File: config.mk
export PLATFORM = sky130hd
export DESIGN_NAME = sbfr_ctrl
export DESIGN_NICKNAME = d
export VERILOG_FILES = /design/src/rtl/sbfr_pkg.sv /design/src/rtl/sbfr_ctrl.sv
export SDC_FILE = /design/constraint.sdc
export NUM_CORES = 1
export LEC_CHECK = 0
export BUFFER_PORTS_ARGS = -buffer_cell sky130_fd_sc_hd__buf_4
export CORE_AREA = 2 2 39 41
export DETAILED_ROUTE_END_ITERATION = 12
export DIE_AREA = 0 0 41 43
export HOLD_SLACK_MARGIN = 0.03
export PLACE_DENSITY = 0.45
export SYNTH_ARGS = -nofsm -noshare
export SYNTH_HDL_FRONTEND = slang
export SYNTH_SLANG_ARGS = --single-unit
export TNS_END_PERCENT = 10
File: constraint.sdc
create_clock -name clk -period 1.9 [get_ports clk]
set_clock_uncertainty 0.05 [all_clocks]
set_input_delay 0.095 -clock clk [delete_from_list [all_inputs] [get_ports clk]]
set_output_delay 0.095 -clock clk [all_outputs]
set_load 0.02 [all_outputs]
File: src/rtl/sbfr_pkg.sv
// ----------------------------------------------------------------------------
// sbfr_pkg: shared types and constants of the sprite blitter
// Opcodes, register indexes, fixed field widths and the control and status
// structs that join the controller to the datapath.
// ----------------------------------------------------------------------------
package sbfr_pkg;

    localparam int DEF_MAX_SPRITE_W = 64;
    localparam int DEF_MAX_SPRITE_H = 64;

    localparam int SPR_AW   = 11;   // sprite byte address
    localparam int NIB_AW   = 12;   // sprite nibble address
    localparam int PAL_AW   = 4;
    localparam int CFG_IW   = 3;
    localparam int CFG_DW   = 11;
    localparam int COORD_W  = 10;
    localparam int COLOUR_W = 8;

    localparam logic [COORD_W-1:0] SCREEN_H_RESET = 10'd168;
    localparam logic [3:0]         NIBBLE_MASK    = 4'hF;

    typedef enum logic [1:0] {
        OP_LOAD_SPRITE  = 2'd0,
        OP_LOAD_PALETTE = 2'd1,
        OP_DRAW         = 2'd2
    } op_t;

    typedef enum logic [CFG_IW-1:0] {
        REG_ORIGIN_X      = 3'd0,
        REG_ORIGIN_Y      = 3'd1,
        REG_SPRITE_WIDTH  = 3'd2,
        REG_SPRITE_HEIGHT = 3'd3,
        REG_FLIP_MODE     = 3'd4,
        REG_SCREEN_HEIGHT = 3'd5,
        REG_TRANSPARENT   = 3'd6
    } cfg_idx_t;

    typedef struct packed {
        logic accept;   // input transaction taken this cycle
        logic setup;    // evaluate row clip and addressing terms
        logic issue;    // issue one column read
        logic finish;   // close the row and emit the final result
    } ctrl_cmd_t;

    typedef struct packed {
        logic row_visible;
        logic scan_done;
        logic flush_ready;
    } dp_status_t;

endpackage

File: src/rtl/sbfr_ctrl.sv
// ----------------------------------------------------------------------------
// sbfr_ctrl: sequencer of the sprite blitter
// Takes one input transaction at a time and steps a draw through setup,
// column scan and final flush.
// ----------------------------------------------------------------------------
module sbfr_ctrl (
    input  logic                   clk,
    input  logic                   rst_n,
    input  logic                   in_valid,
    input  logic [1:0]             op,
    input  sbfr_pkg::dp_status_t   status,
    output sbfr_pkg::ctrl_cmd_t    cmd,
    output logic                   in_stall
);

    typedef enum logic [1:0] {
        S_IDLE,
        S_SETUP,
        S_SCAN,
        S_FLUSH
    } state_t;

    state_t state_reg;
    state_t state_next;

    always_comb
    begin
        state_next = state_reg;
        case (state_reg)
            S_IDLE:
            begin
                if (in_valid && (op == sbfr_pkg::OP_DRAW))
                begin
                    state_next = S_SETUP;
                end
            end
            S_SETUP:
            begin
                state_next = status.row_visible ? S_SCAN : S_FLUSH;
            end
            S_SCAN:
            begin
                if (status.scan_done)
                begin
                    state_next = S_FLUSH;
                end
            end
            S_FLUSH:
            begin
                if (status.flush_ready)
                begin
                    state_next = S_IDLE;
                end
            end
            default:
            begin
                state_next = S_IDLE;
            end
        endcase
    end

    always_ff @(posedge clk or negedge rst_n)
    begin
        if (!rst_n)
        begin
            state_reg <= S_IDLE;
        end
        else
        begin
            state_reg <= state_next;
        end
    end

    assign in_stall   = (state_reg != S_IDLE);
    assign cmd.accept = in_valid && (state_reg == S_IDLE);
    assign cmd.setup  = (state_reg == S_SETUP);
    assign cmd.issue  = (state_reg == S_SCAN) && !status.scan_done;
    assign cmd.finish = (state_reg == S_FLUSH) && status.flush_ready;

endmodule

# Yosys cells after proc, flatten, opt, wreduce, memory -nomap -nowiden
# Cells that the tools add are included.
[classes] eq_ne=7 reduce_logical=8 mux=5
[op_table] operator="2-bit case mux with 4 select lines" n=1
[op_table] operator="2-bit == test, second input constant" n=3
[op_table] operator="2-bit 2-to-1 mux" n=3
[op_table] operator="2-bit inequality test, second input constant" n=3
[op_table] operator="1-bit logical AND" n=4
[op_table] operator="3-bit AND reduction" n=1
[op_table] operator="2-bit by 1-bit == test with 1-bit output, second input constant" n=1
[op_table] operator="2-bit zero test" n=1
[op_table] operator="2-bit nonzero test" n=1
[op_table] operator="1-bit zero test" n=1
[op_table] operator="1-bit 2-to-1 mux" n=1
[totals] word_cells=21 ff_bits=2 input_bits=8

# Logic depth before layout (Yosys ltp)
[logic_depth] ltp_word=4 mapped_depth=5 depth_no_buf=5

# Least setup slack after synthesis
# OpenSTA, ideal clock, no wires.
[synth_path] kind="reg2reg" start="register state_reg[0]" end="register state_reg[1]" path_buffers=0 required_ns=1.725 t_arrival_ns=1.444 path_stages_with_launch=6 setup_slack_ns=0.281 period_less_slack_ns=1.619 path_cell_list="dfrtp_1 -> inv_1 -> ha_1 -> and2b_1 -> a211oi_2 -> mux2_2"
[synth_via] elab_chain_len=3 elab_cells_between_ends=9 classes_between="eq/ne (6); mux (1); reduce/logical (2)"
[synth_rtl] item="start, declared" line_no="sbfr_ctrl.sv:23" text="state_t state_reg;"
[synth_rtl] item="start signal, assigned" line_no="sbfr_ctrl.sv:70" text="state_reg <= state_next;"
[synth_rtl] item="2-bit == test or 2-bit zero test (tied branches)" line_no="sbfr_ctrl.sv:29" text="case (state_reg)"
[synth_rtl] item="2-bit inequality test (no line)"
[synth_rtl] item="3-bit AND reduction (no line)"
# Parallel ways exist; a longest one is shown, timed or not.
# A chain may end at the register's enable or synchronous reset.

# Worst setup path after layout
# Same ends and word-level chain as after synthesis.

==> impl_results.md <==
- Via count: 206
- Max-cap violations: 0
- Clk Latency, worst-skew pair: 220 ps
- CTS tree: done
- Final Power: 0.576 mW
- CP Max Fanout: 4
- GPL Wtd Cong: 0.701
- CP max stage delay: 380 ps
- Top delay family on crit path: flip-flops
- Tmin final: roughly 1600 ps
- Initial antenna violation count: 0
- Yosys reg bits: 2
- Drt drc: 0
- Worst Hold Class: input pin to async pin
- Vias/cell: about 3.8
- Boundary pin count: 13
- H-Tree Depth: 1
- Sw frac: 41.9%
- Clock network fraction of design power: between 15 and 20%
- CP max stage cell: dfrtp_1
- Largest net degree at the start of global routing: 6
- RSZ-0062 raised after global routing: no
- Status: completed
- Yosys warning count: 0
- Top cell type's share of synthesized area: 25.1%
- CP bufs+invs: 1
- CP cell instances: inv_1 > ha_1 > and2b_1 > a211oi_2 > mux2_2
- Root Buffer: clkbuf_4
- Fmax: 613 MHz
- Starting Density: approximately 18%
- Leak pwr: approximately 0.2 nW
- Initial drt markers: 0
- Internal cell power: between 0.3 and 0.4 mW
- Worst slew pin tran: approximately 240 ps
- Antenna Cells: 0
- Fillers: around 150
- Slew margin rel.: 83.9%
- Worst EP arrival: 1680 ps
- Final Cycle Share: 85.8%
- Clk buf depth: 2
- Sequential Power Share: 16.2%
- Detailed-router iteration count before antenna repair: 1
- Final hold vios: 0
- Post-synthesis sequential area ratio: 20.1%
- Logic pwr share: just under 70%
- First-pass GRT wire length: ~740 um
- Remaining Overflow, GRT: 0
- Die Y: roughly 43 um
- Wirelength, routed: slightly below 500 um
- Cell taking the most area after synthesis: ha_1
- Vias in the first global route: 198
- Clock net sink count: 2
- Kind of critical path: flip-flop to flip-flop
- Floorplan core area: around 1400 um^2
- FP Rows: 14
- Final core occ: around 28%
- Netlist cell types: 14
- TNS Setup: 0 ps
- Layout cells sized above 1: a little under three fifths
- Max-slew violations: 0
- Total GRT Usage: under 10%
- Area delta synth->final: 57.3%
- Die span in x: between 40 and 50 um
- Max reg flops: 2
- Max rail drop VDD: approximately 0.64 mV
- CP Launch Type: flip-flop
- PortBufs: 12
- Clock slew at reported path FFs: ~30 ps
- Sequential cell area: between 50 and 60 um^2
- CP required: just under 2000 ps
- Mean Syn Cell Area: 11.3 um^2
- NumNets Final: 53
- Cells after Synth: 22
- Setup Viol. Count Final: 0
- Synth area leaders: ha_1 25%, dfrtp_1 20%, a2111oi_4 11%, nand3b_4 8.0%, inv_1 6.0%
- Pwr/cell area: roughly 1500 nW/um^2
- Routed WL per cell: about 9.0 um
- Final antenna-violating net count: 0
- Multi-input gate area: 184 um^2
- Cell Area, Synth: ~250 um^2
- Syn nets: 35
- TritonCTS buffer count: 3
- Crit path capture type: flip-flop
- Die Area: ~1800 um^2
- Net switching power: about 0.24 mW
- Post-CTS sizing: 0
-- cell usage in the layout (no fill, tap or decap) --
master and instances:
a211oi_1 1, dfrtp_1 2, and2_1 1, dlygate4sd3_1 1
a2111oi_4 1, buf_4 12, a2bb2oi_1 1, nor2b_2 1
and2b_1 1, nor2_1 1, inv_1 4, nand3b_4 1
clkbuf_4 3, ha_1 5, mux2_2 1, and2_2 1
a211oi_2 1
-- cell families (layout without fill, tap and decap cells) --
group / Yosys count / count (layout) / share of synthesized area [%]
simple gates: 6 / 6 / 21.6
fa+ha+maj: 5 / 5 / 25.1
compound gates: 4 / 4 / 22.6
buf+inv: 4 / 20 / 6.03
flops: 2 / 2 / 20.1
mux: 1 / 1 / 4.52
-- synthesized netlist by cell type (all sizes together) --
cell and count:
ha 5, inv 4, a211oi 2, and2 2
dfrtp 2, a2111oi 1, a2bb2oi 1, and2b 1
mux2 1, nand3b 1, nor2 1, nor2b 1
-- worst register-to-register path: cells and delay by family (launching register included) --
family	cells	cell delay, ps
DFF	1	380
buffers and inverters	1	100
and+or+nand+nor	1	200
adders and majority gates	1	200
muxes	1	360
AOI/OAI and AO/OA	1	210
-- through the flow --
step	instance area (um^2)	hold WS (ps)	instances	setup slack, ps
final	392	135	54	269
after global routing	392	137	54	163
after CTS	392	124	54	263
after detailed placement	359	-172	50	266
after global placement	359	-173	50	308
after floorplan	249	-251	22	281
-- power by group through the flow --
stage | Clock (mW) | Sequential, mW | Combinational (mW)
2_1_floorplan | 0 | 0.0883 | 0.287
3_3_place_gp | 0 | 0.0908 | 0.384
3_5_place_dp | 0 | 0.0932 | 0.394
4_1_cts | 0.102 | 0.0927 | 0.396
5_1_grt | 0.101 | 0.0998 | 0.434
6_report | 0.0927 | 0.0936 | 0.390
-- layer usage --
layer,global-route usage (%),up-vias,share of wire (%)
met2,10.0,13,46
met5,0,-,0
li1,-,109,-
met3,3.14,0,13
met1,6.45,84,41
met4,8.00,0,0
-- final cells by class --
cell class / count / share of cell area (%)
Inverter: 4 / 3.83
Clock buffer: 3 / 5.75
Tap cell: 16 / 5.11
Timing Repair Buffer: 13 / 25.6
Multi-Input combinational cell: 16 / 47.0
Sequential cell: 2 / 12.8
-- path summary, 6_finish.rpt --
| path | slack, ps | from | to | depth (start not counted) |
|---|---|---|---|---|
| worst min-delay path | 130 | rst_n | state_reg[1] | 2 |
| max in group asynchronous | 1580 | rst_n | state_reg[0] | 2 |
| worst max register to register | 270 | state_reg[0] | state_reg[1] | 5 |
| worst max-delay path | 270 | state_reg[0] | state_reg[1] | 5 |
| worst min register to register | 550 | state_reg[1] | state_reg[1] | 1 |
| min in group clk | 280 | op[1] | state_reg[0] | 4 |
-- timing repair --
item,in CTS,in global routing
buffers inserted,0,0
hold endpoints to repair,2,0
hold buffers,1,0
Note: power is estimated with default switching activity, not from simulation.
